$ cat src/arts_pkg.sv
// Shared types and constants for the audio reframer / timestamper.
// No dependencies; imported by arts_divider and audio_reframer_timestamper_core.
`timescale 1ns / 1ps
`default_nettype none

package arts_pkg;

    // Field and arithmetic widths
    localparam int SAMPLE_W = 16;
    localparam int TIME_W   = 64;
    localparam int RATE_W   = 19;
    localparam int LEN_W    = 11;
    localparam int POS_W    = 10;
    // Numerator of the timestamp step: out_len * 1e6 + remainder stays below 2^30
    localparam int NUM_W    = 30;
    localparam int PROD_W   = 31;

    localparam logic [LEN_W-1:0] MAX_FRAME_LEN = 11'd1024;
    localparam logic [19:0]      US_PER_SEC    = 20'd1000000;

    // Configuration register indexes
    localparam int CFG_IDX_W = 2;
    localparam logic [CFG_IDX_W-1:0] CFG_SAMPLE_RATE   = 2'd0;
    localparam logic [CFG_IDX_W-1:0] CFG_IN_FRAME_LEN  = 2'd1;
    localparam logic [CFG_IDX_W-1:0] CFG_OUT_FRAME_LEN = 2'd2;

    // Input item
    typedef struct packed {
        logic        [SAMPLE_W-1:0] sample_in;
        logic signed [TIME_W-1:0]   frame_time_in;
    } t_in;

    // Result item
    typedef struct packed {
        logic        [SAMPLE_W-1:0] sample_out;
        logic signed [TIME_W-1:0]   out_frame_time;
        logic                       out_first;
        logic                       out_last;
    } t_out;

    // Divider request and response
    typedef struct packed {
        logic              start;
        logic [NUM_W-1:0]  numer;
        logic [RATE_W-1:0] divisor;
    } t_div_req;

    typedef struct packed {
        logic              done;
        logic [NUM_W-1:0]  quot;
        logic [RATE_W-1:0] rem;
    } t_div_rsp;

endpackage

`default_nettype wire

$ cat src/arts_divider.sv
// Restoring radix-2 divider, one quotient bit per cycle, for the timestamp step.
// Depends on arts_pkg.
`timescale 1ns / 1ps
`default_nettype none

module arts_divider (
    input  wire logic              i_clk,
    input  wire logic              i_rst_n,
    input  wire arts_pkg::t_div_req i_req,
    output arts_pkg::t_div_rsp     o_rsp
);
    import arts_pkg::*;

    localparam int CNT_W = $clog2(NUM_W);

    logic              r_busy;
    logic              r_done;
    logic [CNT_W-1:0]  r_cnt;
    logic [NUM_W-1:0]  r_quo;
    logic [RATE_W-1:0] r_rem;
    logic [RATE_W-1:0] r_dvs;

    logic [RATE_W:0]   w_trial;
    logic              w_ge;
    logic [RATE_W-1:0] n_rem;

    // Shift in the next numerator bit and try one subtraction
    always_comb begin
        w_trial = {r_rem, r_quo[NUM_W-1]};
        w_ge    = (w_trial >= {1'b0, r_dvs});
        if (w_ge) begin
            n_rem = RATE_W'(w_trial - {1'b0, r_dvs});
        end else begin
            n_rem = w_trial[RATE_W-1:0];
        end
    end

    // Control: load on start, step while busy, pulse done after the last bit
    always_ff @(posedge i_clk) begin
        if (!i_rst_n) begin
            r_busy <= 1'b0;
            r_done <= 1'b0;
            r_cnt  <= '0;
        end else begin
            r_done <= 1'b0;
            if (r_busy) begin
                r_cnt <= r_cnt + CNT_W'(1);
                if (r_cnt == CNT_W'(NUM_W - 1)) begin
                    r_busy <= 1'b0;
                    r_done <= 1'b1;
                end
            end else if (i_req.start) begin
                r_busy <= 1'b1;
                r_cnt  <= '0;
            end
        end
    end

    // Datapath: numerator register turns into the quotient bit by bit
    always_ff @(posedge i_clk) begin
        if (r_busy) begin
            r_rem <= n_rem;
            r_quo <= {r_quo[NUM_W-2:0], w_ge};
        end else if (i_req.start) begin
            r_rem <= '0;
            r_quo <= i_req.numer;
            r_dvs <= i_req.divisor;
        end
    end

    assign o_rsp.done = r_done;
    assign o_rsp.quot = r_quo;
    assign o_rsp.rem  = r_rem;

endmodule

`default_nettype wire

$ cat src/audio_reframer_timestamper_core.sv
// Audio reframer with microsecond timestamps: top level, config registers, sequencer.
// Depends on arts_pkg and arts_divider.
`timescale 1ns / 1ps
`default_nettype none

// Each accepted sample comes back as one result item: the same sample, the
// timestamp of its output frame and first/last marks. After a sample that does not
// close an output frame, the next sample may follow in the next cycle once the
// output register is free or being drained. A sample that closes an output
// frame while sample_rate is nonzero keeps the input channel blocked while
// the S_MUL state starts the divider on out_frame_len * 1e6 plus the carried
// remainder, the bit-serial divider produces the timestamp step in S_DIV, and
// the step is added to the timestamp as the divider reports done. Its result item
// is presented right away; only the next input waits on the divider.
// Configuration writes take effect at once and are meant for idle periods.
module audio_reframer_timestamper_core (
    input  wire logic                         i_clk,
    input  wire logic                         i_rst_n,
    input  wire logic                         i_cfg_we,
    input  wire logic [arts_pkg::CFG_IDX_W-1:0] i_cfg_idx,
    input  wire logic [arts_pkg::RATE_W-1:0]  i_cfg_data,
    input  wire logic                         i_in_valid,
    output logic                              o_in_ready,
    input  wire arts_pkg::t_in                i_in,
    output logic                              o_out_valid,
    input  wire logic                         i_out_ready,
    output arts_pkg::t_out                    o_out
);
    import arts_pkg::*;

    localparam logic [1:0] S_IDLE = 2'd0;
    localparam logic [1:0] S_MUL  = 2'd1;
    localparam logic [1:0] S_DIV  = 2'd2;

    // Configuration and state registers
    logic [RATE_W-1:0] r_rate;
    logic [LEN_W-1:0]  r_in_len;
    logic [LEN_W-1:0]  r_out_len;
    logic [TIME_W-1:0] r_time_now;
    logic [RATE_W-1:0] r_time_rem;
    logic [POS_W-1:0]  r_in_pos;
    logic [POS_W-1:0]  r_out_pos;
    logic [1:0]        r_state;
    logic [NUM_W-1:0]  r_prod;
    logic [RATE_W-1:0] r_div_rate;
    logic              r_out_valid;
    t_out              r_out;

    logic [LEN_W-1:0]  w_in_len;
    logic [LEN_W-1:0]  w_out_len;
    logic              w_in_acc;
    logic              w_first;
    logic              w_last;
    logic              w_load;
    logic              w_in_wrap;
    logic [TIME_W-1:0] w_time;
    logic [PROD_W-1:0] w_prod;
    logic [NUM_W-1:0]  w_step;
    t_div_req          w_div_req;
    t_div_rsp          w_div_rsp;

    // Treat a zero length as one and saturate at the maximum frame length
    function automatic logic [LEN_W-1:0] clamp_len(input logic [LEN_W-1:0] len);
        logic [LEN_W-1:0] res;
        if (len == '0) begin
            res = LEN_W'(1);
        end else if (len > MAX_FRAME_LEN) begin
            res = MAX_FRAME_LEN;
        end else begin
            res = len;
        end
        return res;
    endfunction

    assign w_in_len  = clamp_len(r_in_len);
    assign w_out_len = clamp_len(r_out_len);

    // Frame position decode for the incoming item
    assign w_first   = (r_out_pos == '0);
    assign w_load    = w_first && (r_in_pos == '0);
    assign w_last    = (({1'b0, r_out_pos} + LEN_W'(1)) >= w_out_len);
    assign w_in_wrap = (({1'b0, r_in_pos} + LEN_W'(1)) >= w_in_len);
    assign w_time    = w_load ? i_in.frame_time_in : r_time_now;
    assign w_prod    = PROD_W'(w_out_len) * PROD_W'(US_PER_SEC);

    // Accept only between frame-end divisions and with the output slot free or draining
    assign o_in_ready = (r_state == S_IDLE) && (!r_out_valid || i_out_ready);
    assign w_in_acc   = i_in_valid && o_in_ready;

    // Configuration writes
    always_ff @(posedge i_clk) begin
        if (!i_rst_n) begin
            r_rate    <= RATE_W'(16000);
            r_in_len  <= LEN_W'(160);
            r_out_len <= LEN_W'(1024);
        end else if (i_cfg_we) begin
            unique case (i_cfg_idx)
                CFG_SAMPLE_RATE:   r_rate    <= i_cfg_data;
                CFG_IN_FRAME_LEN:  r_in_len  <= i_cfg_data[LEN_W-1:0];
                CFG_OUT_FRAME_LEN: r_out_len <= i_cfg_data[LEN_W-1:0];
                default: ;
            endcase
        end
    end

    // Divider request: numerator formed from the latched product and remainder
    assign w_div_req.start   = (r_state == S_MUL);
    assign w_div_req.numer   = r_prod + NUM_W'(r_time_rem);
    assign w_div_req.divisor = r_div_rate;

    arts_divider u_div (
        .i_clk  (i_clk),
        .i_rst_n(i_rst_n),
        .i_req  (w_div_req),
        .o_rsp  (w_div_rsp)
    );

    // Force the step to at least one microsecond
    assign w_step = (w_div_rsp.quot == '0) ? NUM_W'(1) : w_div_rsp.quot;

    // Sequencer, positions and timestamp
    always_ff @(posedge i_clk) begin
        if (!i_rst_n) begin
            r_state    <= S_IDLE;
            r_time_now <= '0;
            r_time_rem <= '0;
            r_in_pos   <= '0;
            r_out_pos  <= '0;
        end else begin
            unique case (r_state)
                S_IDLE: begin
                    if (w_in_acc) begin
                        if (w_load) begin
                            r_time_now <= i_in.frame_time_in;
                            r_time_rem <= '0;
                        end
                        r_in_pos <= w_in_wrap ? '0 : r_in_pos + POS_W'(1);
                        if (w_last) begin
                            r_out_pos <= '0;
                            if (r_rate != '0) begin
                                r_state <= S_MUL;
                            end
                        end else begin
                            r_out_pos <= r_out_pos + POS_W'(1);
                        end
                    end
                end
                S_MUL: begin
                    r_state <= S_DIV;
                end
                S_DIV: begin
                    if (w_div_rsp.done) begin
                        r_time_now <= r_time_now + TIME_W'(w_step);
                        r_time_rem <= w_div_rsp.rem;
                        r_state    <= S_IDLE;
                    end
                end
                default: begin
                    r_state <= S_IDLE;
                end
            endcase
        end
    end

    // Latch the product and divisor with the frame-closing item
    always_ff @(posedge i_clk) begin
        if (w_in_acc && w_last) begin
            r_prod     <= w_prod[NUM_W-1:0];
            r_div_rate <= r_rate;
        end
    end

    // Output register: hold the result until taken
    always_ff @(posedge i_clk) begin
        if (!i_rst_n) begin
            r_out_valid <= 1'b0;
        end else if (w_in_acc) begin
            r_out_valid <= 1'b1;
        end else if (i_out_ready) begin
            r_out_valid <= 1'b0;
        end
    end

    always_ff @(posedge i_clk) begin
        if (w_in_acc) begin
            r_out.sample_out     <= i_in.sample_in;
            r_out.out_frame_time <= w_time;
            r_out.out_first      <= w_first;
            r_out.out_last       <= w_last;
        end
    end

    assign o_out_valid = r_out_valid;
    assign o_out       = r_out;

`ifndef SYNTHESIS
    // A frame-closing item with a nonzero rate starts the step computation
    a_frame_end_starts_div: assert property (@(posedge i_clk) disable iff (!i_rst_n)
        (w_in_acc && w_last && (r_rate != '0)) |=> (r_state == S_MUL))
        else $error("frame end did not start the timestamp step");

    // The divider reports completion only while the sequencer waits for it
    a_done_in_div: assert property (@(posedge i_clk) disable iff (!i_rst_n)
        w_div_rsp.done |-> (r_state == S_DIV))
        else $error("divider done outside of the wait state");

    // The timestamp holds while the divider runs
    a_time_holds: assert property (@(posedge i_clk) disable iff (!i_rst_n)
        ((r_state == S_DIV) && !w_div_rsp.done) |=> $stable(r_time_now))
        else $error("timestamp moved during division");

    // A loading item reports the input timestamp
    a_load_reported: assert property (@(posedge i_clk) disable iff (!i_rst_n)
        (w_in_acc && w_load) |=> (r_out.out_frame_time == $past(i_in.frame_time_in)))
        else $error("loaded timestamp not reported");
`endif

endmodule

`default_nettype wire
$ cat config.mk
export PLATFORM = sky130hd
export DESIGN_NAME = audio_reframer_timestamper_core
export DESIGN_NICKNAME = d
export VERILOG_FILES = /design/src/arts_pkg.sv /design/src/arts_divider.sv /design/src/audio_reframer_timestamper_core.sv
export SDC_FILE = /design/constraint.sdc
export NUM_CORES = 1
export LEC_CHECK = 0
export BUFFER_PORTS_ARGS = -buffer_cell sky130_fd_sc_hd__buf_2
export CAP_MARGIN = 30
export CORE_MARGIN = 4
export CORE_UTILIZATION = 62
export CTS_BUF_LIST = sky130_fd_sc_hd__clkbuf_8
export DETAILED_ROUTE_END_ITERATION = 10
export GPL_TIMING_DRIVEN = 0
export PLACE_DENSITY = 0.83
export SKIP_CTS_REPAIR_TIMING = 1
export SYNTH_ARGS = -nofsm -noshare
export SYNTH_HDL_FRONTEND = slang
export SYNTH_SLANG_ARGS = --single-unit
export TNS_END_PERCENT = 100
$ cat constraint.sdc
create_clock -name i_clk -period 12.8 [get_ports i_clk]
set_input_delay 0.64 -clock i_clk [delete_from_list [all_inputs] [get_ports i_clk]]
set_output_delay 0.64 -clock i_clk [all_outputs]
set_load 0.005 [all_outputs]
**Yosys cells after proc, flatten, opt, wreduce, memory -nomap -nowiden**

Cells that the tools add are included.

- Bits in registers: 347
- Input port bits: 106
- Logic and storage cells: 105

- Add/sub/neg operators: 8
- Multiply operators: 1
- Magnitude comparators: 5
- Equality and inequality tests: 10
- Multiplexer cells: 33
- Bitwise gates (word level): 1
- Reduce and logical (&&, ||, !) cells: 26

Operator list:

| cell | number |
|---|---|
| $mux 64 | 3 |
| $pmux 64 s2 | 1 |
| $mux 19 | 6 |
| $mux 30 | 3 |
| $add 64x30->64 | 1 |
| $mux 11 | 4 |
| $pmux 19 s2 | 1 |
| $add 30x19->30 | 1 |
| $logic_not 30->1 | 1 |
| $mul 11x14->24 const B | 1 |
| $add 10x1->11 const B | 2 |
| $ge 11x11->1 | 2 |
| $gt 11x11->1 const B | 2 |
| $logic_not 11->1 | 2 |
| $add 10x1->10 const B | 2 |
| $ge 20x19->1 | 1 |
| $logic_not 10->1 | 2 |
| $mux 10 | 2 |
| $reduce_bool 19->1 | 1 |
| $sub 19x19->19 | 1 |
| $reduce_and 2->1 | 6 |
| $mux 5 | 2 |
| $mux 2 | 4 |
| $reduce_and 4->1 | 2 |
| other kinds (15) | 31 |

**Depth between registers and ports, before layout**

Gate-level depths: netlist (run 1).

- Depth in word-level cells: 7
- Depth in mapped cells: 20
- Mapped depth without buffers: 19

**Modules after synthesis**

A second synthesis (run 1) with hierarchy kept.

- Cell total of the unflattened synthesis: 2,179
- Area, all modules: 21,371.7 um2

By module, submodules not included:

| module | instances | cells each | area each (um2) | sequential area each (um2) |
|---|---|---|---|---|
| audio_reframer_timestamper_core | 1 | 1,831 | 17,256.6 | 6,696.4 |
| arts_divider | 1 | 348 | 4,115.2 | 2,182.1 |

**Least setup slack after synthesis (run 1)**

OpenSTA, ideal clock, no wires.

- Path type: flip-flop to flip-flop
- Start point: register r_out_len[10]
- End point: register r_prod[28] (data pin)
- Library setup time: 0.135 ns
- Data arrival time: 4.848 ns
- Slack: 7.817 ns
- Stages on the path, launching flop included: 21
- Period minus slack after synthesis: 4.983 ns
- Path through: dfxtp_1 -> clkbuf_1 -> clkinv_1 -> nand2_1 -> inv_1 -> ha_1 -> ha_1 -> inv_1 -> fa_1 -> inv_1 -> fa_1 -> inv_1 -> fa_1 -> inv_1 -> ha_1 -> nor2_1 -> a31oi_1 -> a311oi_1 -> o21ai_0 -> or4_1 -> nand3_1

- Cells in the longest elaborated chain, start to end: 4
- Elaborated cells on any way between the ends: 5
- Those cells by class: 1 x mul; 1 x order compare; 2 x mux; 1 x reduce/logical

Ends and longest elaborated chain:

| element | RTL line | RTL |
|---|---|---|
| start: declaration | audio_reframer_timestamper_core.sv:38 | `logic [LEN_W-1:0] r_out_len;` |
| start signal: assignment | audio_reframer_timestamper_core.sv:100 | `CFG_OUT_FRAME_LEN: r_out_len <= i_cfg_data[LEN_W-1:0];` |
| $gt 11x11->1 | audio_reframer_timestamper_core.sv:67 | `end else if (len > MAX_FRAME_LEN) begin` |
| $mux 11 | audio_reframer_timestamper_core.sv:67 |  |
| $mux 11 * | audio_reframer_timestamper_core.sv:65 | `if (len == '0) begin` |
| net w_out_len[2] | audio_reframer_timestamper_core.sv:50 | `logic [LEN_W-1:0] w_out_len;` |
| $mul 11x14->24 * | audio_reframer_timestamper_core.sv:84 | `assign w_prod = PROD_W'(w_out_len) * PROD_W'(US_PER_SEC);` |
| net w_prod[28] | audio_reframer_timestamper_core.sv:57 | `logic [PROD_W-1:0] w_prod;` |
| end signal: assignment | audio_reframer_timestamper_core.sv:168 | `r_prod <= w_prod[NUM_W-1:0];` |
| end: declaration | audio_reframer_timestamper_core.sv:44 | `logic [NUM_W-1:0] r_prod;` |

The timed path passes the listed nets; every way through them passes the cells marked *.
A chain may end at the register's enable or synchronous reset.

**Final worst setup path (run 1)**

Same ends and word-level chain as after synthesis.

==> results.json, run 1 <==
{
  "status": "finished, final reports clean",
  "worstPathMaxFanout": 10,
  "final_util_pct": 71.9,
  "vias": 17400,
  "tns_ps": 0,
  "synth-main-ff-cell": "edfxtp_1",
  "worstSetupPathType": "reg -> reg",
  "yosysSeqAreaShare_pct": 43.1,
  "endpoint": "r_prod[28]",
  "dr.pass1.iters": 8,
  "cts-root-buf": "clkbuf_8",
  "antenna_found_initial": 0,
  "ys_async_sr_fraction_pct": 0,
  "yosysWarnings": 0,
  "p_per_area_mw_per_mm2": 121,
  "multi_input_area_sq_mm": 0.0108,
  "reg2reg_slack_ps": 7020,
  "tightest_slew_ps": 872,
  "antenna_left": 0,
  "p_total_uw": 2840,
  "netlist_area_sq_mm": 0.0206,
  "cts_buffer_depth": 3,
  "cts_sinks": 347,
  "seqPwrFrac_pct": 45.5,
  "wire_per_inst_microns": 19.6,
  "hp-class": "in -> reg",
  "layout_min_cycle_time_ps": 5780,
  "grt_pass1_vias": 17100,
  "diodes": 0,
  "die_w_microns": 190,
  "track_usage_pct": 29.7,
  "grt_start_max_net_pins": 55,
  "io_buffer_count": 188,
  "yosysMostFrequentCell": "nand2_1",
  "cts.clk_slew.worst_paths_ps": 80,
  "cts_tree": "built",
  "rsz0062_at_grt": "false",
  "drt_iter0_markers": 1412,
  "cts_inserted_buffers": 55,
  "finalSetupViolCount": 0,
  "gp_congestion": 0.964,
  "r2r_end": "r_prod[28]",
  "pwr-share-clk_pct": 40.1,
  "cap_violations": 0,
  "dp_hpwl_mm": 42.6,
  "holdWs_ps": 178,
  "core_sq_mm": 0.0327,
  "syn-num-nets": 2394,
  "die_h_microns": 190,
  "seqCellArea_sq_mm": 0.00888,
  "skew_ps": 33.2,
  "start_util_pct": 63.0,
  "swShare_pct": 26.1,
  "syn_area_per_cell_sq_um": 9.83,
  "slew_headroom_pct": 41.9,
  "insertion_delay_ps": 640,
  "final.fill_count": 2445,
  "synth_top_area_share_pct": 28.1,
  "finalHoldViolations": 0,
  "avgViaCountPerCell": 6.14,
  "wl_mm": 55.6,
  "cp-startpoint": "r_out_len[10]",
  "design_area_sq_mm": 0.0235,
  "grt_pass1_wl_mm": 86.6,
  "ir_drop_uv": 109,
  "io_pins": 190,
  "finalCritPeriodShare_pct": 45.2,
  "drive_gt1_share_pct": 17.3,
  "arrival_ps": 6280,
  "synth-seq-cells": 347,
  "r2r-start": "r_out_len[10]",
  "power_leakage_uw": 0.00993,
  "cts.htree.levels": 2,
  "fmax_mhz": 173,
  "syn_inst": 2096,
  "die_area_sq_mm": 0.0362,
  "dpl-instance-area_sq_mm": 0.0222,
  "internal_power_uw": 2100,
  "grt_overflow": 0,
  "worstRegToRegCells": 20,
  "yosysTopAreaCell": "edfxtp_1",
  "synth_edf_count": 193,
  "nNetsFinal": 2643,
  "ys_types": 85,
  "synth_area_leaders": "edfxtp_1 (28%), dfxtp_1 (15%), ha_1 (9.9%)",
  "switchingPower_uw": 741,
  "num_rows": 66,
  "area_delta_synth_final_pct": 14.2,
  "p_comb_share_pct": 14.4,
  "drcViolationCount": 0,
  "slew_viol_final": 0,
  "critPathRequiredTime_ps": 13300,
  "startpoint_type": "flop",
  "synth_top_cells_by_count": "nand2_1 (230), edfxtp_1 (193), ha_1 (163), dfxtp_1 (154), a21oi_1 (136)",
  "crit_path_end_kind": "flop"
}
==> worst max-delay path, cell delays in order (launching register included) <==
cell and delay (ps):
dfxtp_1 330, clkbuf_1 330, clkinv_1 350, nand2_1 290
inv_1 180, ha_1 370, ha_1 300, inv_1 60
fa_1 470, inv_1 60, fa_1 520, inv_1 50
fa_1 530, inv_1 40, ha_1 350, nor2_1 130
a31oi_1 70, a311oi_1 410, o21ai_0 260, or4_1 440
nand3_1 90
==> worst min path at each step <==
stage | start | to | cells past startpoint
3_3_place_gp | r_div_rate[12] | u_div.r_dvs[12] | 0
5_1_grt | i_in[67] | o_out[69] | 1
2_1_floorplan | r_div_rate[0] | u_div.r_dvs[0] | 0
4_1_cts | i_in[67] | o_out[69] | 1
3_5_place_dp | r_div_rate[17] | u_div.r_dvs[17] | 0
6_report | i_in[67] | o_out[69] | 1
==> state kept, by name (all words and copies together) (netlist names), 24 cells and up <==
signal	flops
u_div.r_quo	30
r_prod	24
r_time_now	64
o_out	82
==> power by group through the flow <==
stage | Sequential [uW] | Clock (uW) | Combinational, uW
after floorplan | 1310 | 0 | 258
after global placement | 1310 | 0 | 390
after detailed placement | 1310 | 0 | 401
after CTS | 1290 | 1140 | 404
after global routing | 1300 | 1200 | 442
final | 1290 | 1140 | 409
==> layout make-up <==
class,count,share of cell area [%]
sequential,347,37.7
clock buffer,66,3.86
clock inverter,38,1.85
buffer,113,2.05
timing repair buffer,192,4.31
tap,442,2.35
multi-input combinational,1527,46.1
inverter,109,1.74
==> stage by stage <==
step / setup slack, ps / std cells
floorplan: 7820 / 2096
finish: 7020 / 2834
global placement: 7090 / 2726
detailed placement: 7120 / 2729
global route: 6780 / 2834
CTS: 7050 / 2833
==> per-layer routing <==
metal  vias up  track usage (%)  wire length, microns
met2       836             49.8                 25900
li1       8168                -                     -
met4         0             14.8                  2990
met5         -                0                     0
met1      8184             37.0                 22100
met3       204             5.44                  4620
==> cell families after synthesis <==
group,count (synthesis),synth area share (%)
AO/OA/AOI/OAI,459,14.8
XOR/XNOR,87,3.70
multiplexers,95,5.03
AND/OR/NAND/NOR,693,16.3
adder cells (fa/ha/maj),193,12.8
buffers and inverters,222,4.31
flip-flops,347,43.1
==> cells in the final DEF, fill, tap and decap left out, types with 47 or more instances in the layout <==
cell type | synthesis | routed
nand2_1 | 230 | 230
buf_2 | 11 | 200
edfxtp_1 | 193 | 193
ha_1 | 163 | 163
dfxtp_1 | 154 | 154
a21oi_1 | 136 | 136
nor2_1 | 135 | 134
inv_1 | 107 | 118
o21ai_0 | 88 | 88
nand3_1 | 86 | 86
clkbuf_1 | 85 | 84
mux2_2 | 69 | 69
clkbuf_8 | 0 | 66
xnor2_1 | 54 | 54
nor3_1 | 47 | 47
(Power assumes the default switching activity.)
==> inputs of run 2 (changes only) <==
--- a/config.mk
+++ b/config.mk
@@ -5,14 +5,15 @@
 export SDC_FILE = /design/constraint.sdc
 export NUM_CORES = 1
 export LEC_CHECK = 0
+export ABC_AREA = 1
 export BUFFER_PORTS_ARGS = -buffer_cell sky130_fd_sc_hd__buf_2
 export CAP_MARGIN = 30
 export CORE_MARGIN = 4
-export CORE_UTILIZATION = 62
+export CORE_UTILIZATION = 57
 export CTS_BUF_LIST = sky130_fd_sc_hd__clkbuf_8
 export DETAILED_ROUTE_END_ITERATION = 10
 export GPL_TIMING_DRIVEN = 0
-export PLACE_DENSITY = 0.83
+export PLACE_DENSITY = 0.8
 export SKIP_CTS_REPAIR_TIMING = 1
 export SYNTH_ARGS = -nofsm -noshare
 export SYNTH_HDL_FRONTEND = slang
==> constraint.sdc (replaced) <==
create_clock -name i_clk -period 4.9 [get_ports i_clk]
set_input_delay 0.245 -clock i_clk [delete_from_list [all_inputs] [get_ports i_clk]]
set_output_delay 0.245 -clock i_clk [all_outputs]
set_load 0.005 [all_outputs]
==> run 2 against run 1 <==
Effect of this change:
- the run now ends with negative setup slack left
- power grew to 3.1 times the previous value
- first-iteration DRC count grew 54%
- critical path type unchanged
- clock skew grew 4.8 ps
==> results.json, run 2 <==
{
  "status": "complete, but fails checks",
  "violations": "negative setup slack",
  "num_rows": 72,
  "ys_async_sr_fraction_pct": 0,
  "cts_sinks": 347,
  "synth-adder-area-share_pct": 11.5,
  "die_area_sq_mm": 0.0432,
  "skew_ps": 38.0,
  "slew_viol_final": 0,
  "finalCritPeriodShare_pct": 102,
  "ys_types": 46,
  "layout_min_cycle_time_ps": 5010,
  "die_h_microns": 208,
  "pre_cts_ws_ps": -654,
  "multi_input_area_sq_mm": 0.0123,
  "syn_area_per_cell_sq_um": 7.38,
  "vias": 22900,
  "cts.clk_slew.worst_paths_ps": 70,
  "cts.htree.levels": 2,
  "diodes": 0,
  "synth-xor-area-share_pct": 3.12,
  "yosysSeqAreaShare_pct": 39.0,
  "wl_mm": 80.5,
  "cts-root-buf": "clkbuf_8",
  "grt_start_max_net_pins": 79,
  "synth_top_area_share_pct": 25.4,
  "ir_drop_uv": 332,
  "syn_inst": 3086,
  "grt_pass1_wl_mm": 116,
  "insertion_delay_ps": 690,
  "cts_buffer_depth": 3,
  "muxShareOfSynthArea_pct": 0,
  "synthSimpleGateAreaFrac_pct": 27.0,
  "nNetsFinal": 3761,
  "track_usage_pct": 33.8,
  "startpoint_type": "flop",
  "cap_violations": 0,
  "rsz0062_at_grt": "true",
  "antenna_left": 0,
  "drive_gt1_share_pct": 12.3,
  "power_leakage_uw": 0.0127,
  "finalSetupViolCount": 4,
  "synth_compound_area_share_pct": 10.1,
  "io_pins": 190,
  "critPathRequiredTime_ps": 5340,
  "yosysWarnings": 0,
  "wire_per_inst_microns": 20.0,
  "dr.pass1.iters": 6,
  "seqCellArea_sq_mm": 0.00888,
  "synth-seq-cells": 347,
  "syn-num-nets": 3384,
  "core_sq_mm": 0.0391,
  "cts_tree": "built",
  "antenna_found_initial": 2,
  "synth-main-ff-cell": "edfxtp_1",
  "cts_inserted_buffers": 56,
  "synth_top_family_by_area": "simple AND/OR/NAND/NOR gates",
  "p_per_area_mw_per_mm2": 320,
  "die_w_microns": 208,
  "netlist_area_sq_mm": 0.0228,
  "p_total_uw": 8740,
  "worstRegToRegCells": 23,
  "tns_ps": -358,
  "grt_overflow": 0,
  "gp_congestion": 1.08,
  "yosysMostFrequentCell": "nand2_1",
  "hp-class": "in -> reg",
  "reg2reg_slack_ps": -110,
  "hold_end": "o_out[18]",
  "grt_pass1_vias": 21500,
  "layout_setup_ws_ps": -107,
  "synth_top_cells_by_count": "nand2_1 (888), inv_1 (418), nand3_1 (267), nor2_1 (218), a21oi_1 (207)",
  "slew_headroom_pct": 30.8,
  "start_util_pct": 58.3,
  "fmax_mhz": 200,
  "arrival_ps": 5450,
  "finalHoldViolations": 0,
  "dp_hpwl_mm": 60.8,
  "avgViaCountPerCell": 5.68,
  "largest_reg_flops": 82,
  "tightest_slew_ps": 1040,
  "mostFrequentLayoutCells": "nand2_1 (875), inv_1 (426), nand3_1 (264), buf_2 (214), nor2_1 (207)",
  "worstSetupPathType": "reg -> reg",
  "cp-startpoint": "r_out_len[3]",
  "synth_area_leaders": "edfxtp_1 (25%), nand2_1 (15%), dfxtp_1 (14%)",
  "final.fill_count": 3141,
  "drt_iter0_markers": 2173,
  "area_delta_synth_final_pct": 19.8,
  "drcViolationCount": 0,
  "yosysTopAreaCell": "edfxtp_1",
  "r2r_end": "r_prod[27]",
  "holdPathStages": 3,
  "final_common_cell": "nand2_1",
  "synth_edf_count": 193,
  "worstPathMaxFanout": 6,
  "worstHoldStart": "i_in[16]",
  "holdWs_ps": 25.0,
  "r2r-start": "r_out_len[3]",
  "io_buffer_count": 188,
  "crit_path_end_kind": "flop"
}
run 2: changes by cell type in the layout (fill, tap and decap cells not counted), sizes merged, moves of 34 or more:
cell / previous run / this run
buf: 220 / 262
nor2: 136 / 219
xnor2: 54 / 20
o21ai: 91 / 178
dlygate4sd3: 0 / 97
nand3: 88 / 267
inv: 121 / 445
a21oi: 136 / 209
nand2: 232 / 888
mux2: 69 / 0
run 2: final cells by class:
cell class | instances | share of cell area [%]
Timing Repair Buffer | 319 | 8.21
Tap cell | 518 | 2.38
Sequential cell | 347 | 32.6
Multi-Input combinational cell | 2194 | 45.0
Clock buffer | 59 | 2.98
Buffer | 121 | 1.85
Clock inverter | 46 | 1.14
Inverter | 424 | 5.86
run 2: critical path, cell delays in order (launching register included):
cell and delay, ps:
dfxtp_1 370, nor2_4 120, nand4_1 190, o21ai_4 270, clkinvlp_4 180, buf_12 170
nor2_4 220, buf_4 170, ha_1 150, inv_1 60, fa_1 490, inv_1 60
fa_1 450, ha_1 310, ha_1 370, a21oi_1 210, o21ai_0 140, nand2_2 100
nand3_2 90, nand2_2 80, nand2_2 60, a21boi_2 200, o21ai_2 90, xor2_1 160
run 2: logic make-up after synthesis:
logic type	after synthesis
AO/OA/AOI/OAI	437
XOR/XNOR	81
adder cells (fa/ha/maj)	192
buffers and inverters	545
AND/OR/NAND/NOR	1484
flip-flops	347
run 2: through the flow:
step | std cells | area, sq um | utilization [%]
final | 4028 | 27300 | 69.8
after global routing | 4028 | 27300 | 69.8
after CTS | 3900 | 25600 | 65.5
after detailed placement | 3795 | 24500 | 62.6
after global placement | 3792 | 24400 | 62.4
after floorplan | 3086 | 22800 | -
run 2: how the worst max path moves through the flow:
stage / to
after CTS: r_prod[28]
after global placement: r_prod[28]
after global routing: r_prod[27]
after floorplan: r_prod[27]
final: r_prod[27]
after detailed placement: r_prod[28]
run 2: metal layers:
metal	share of wire, %	vias up	GRT usage, %	wire length (microns)
li1	-	10900	-	-
met1	39	10600	41.6	31100
met2	49	1133	58.6	39200
met3	7.2	268	4.40	5840
met4	5.5	0	16.4	4430
met5	0	-	0	0
run 2: report_power, final:
part | switching [uW] | internal [uW]
Clock | 1280 | 1290
Combinational | 1670 | 871
Sequential | 228 | 3400
Total | 3170 | 5560
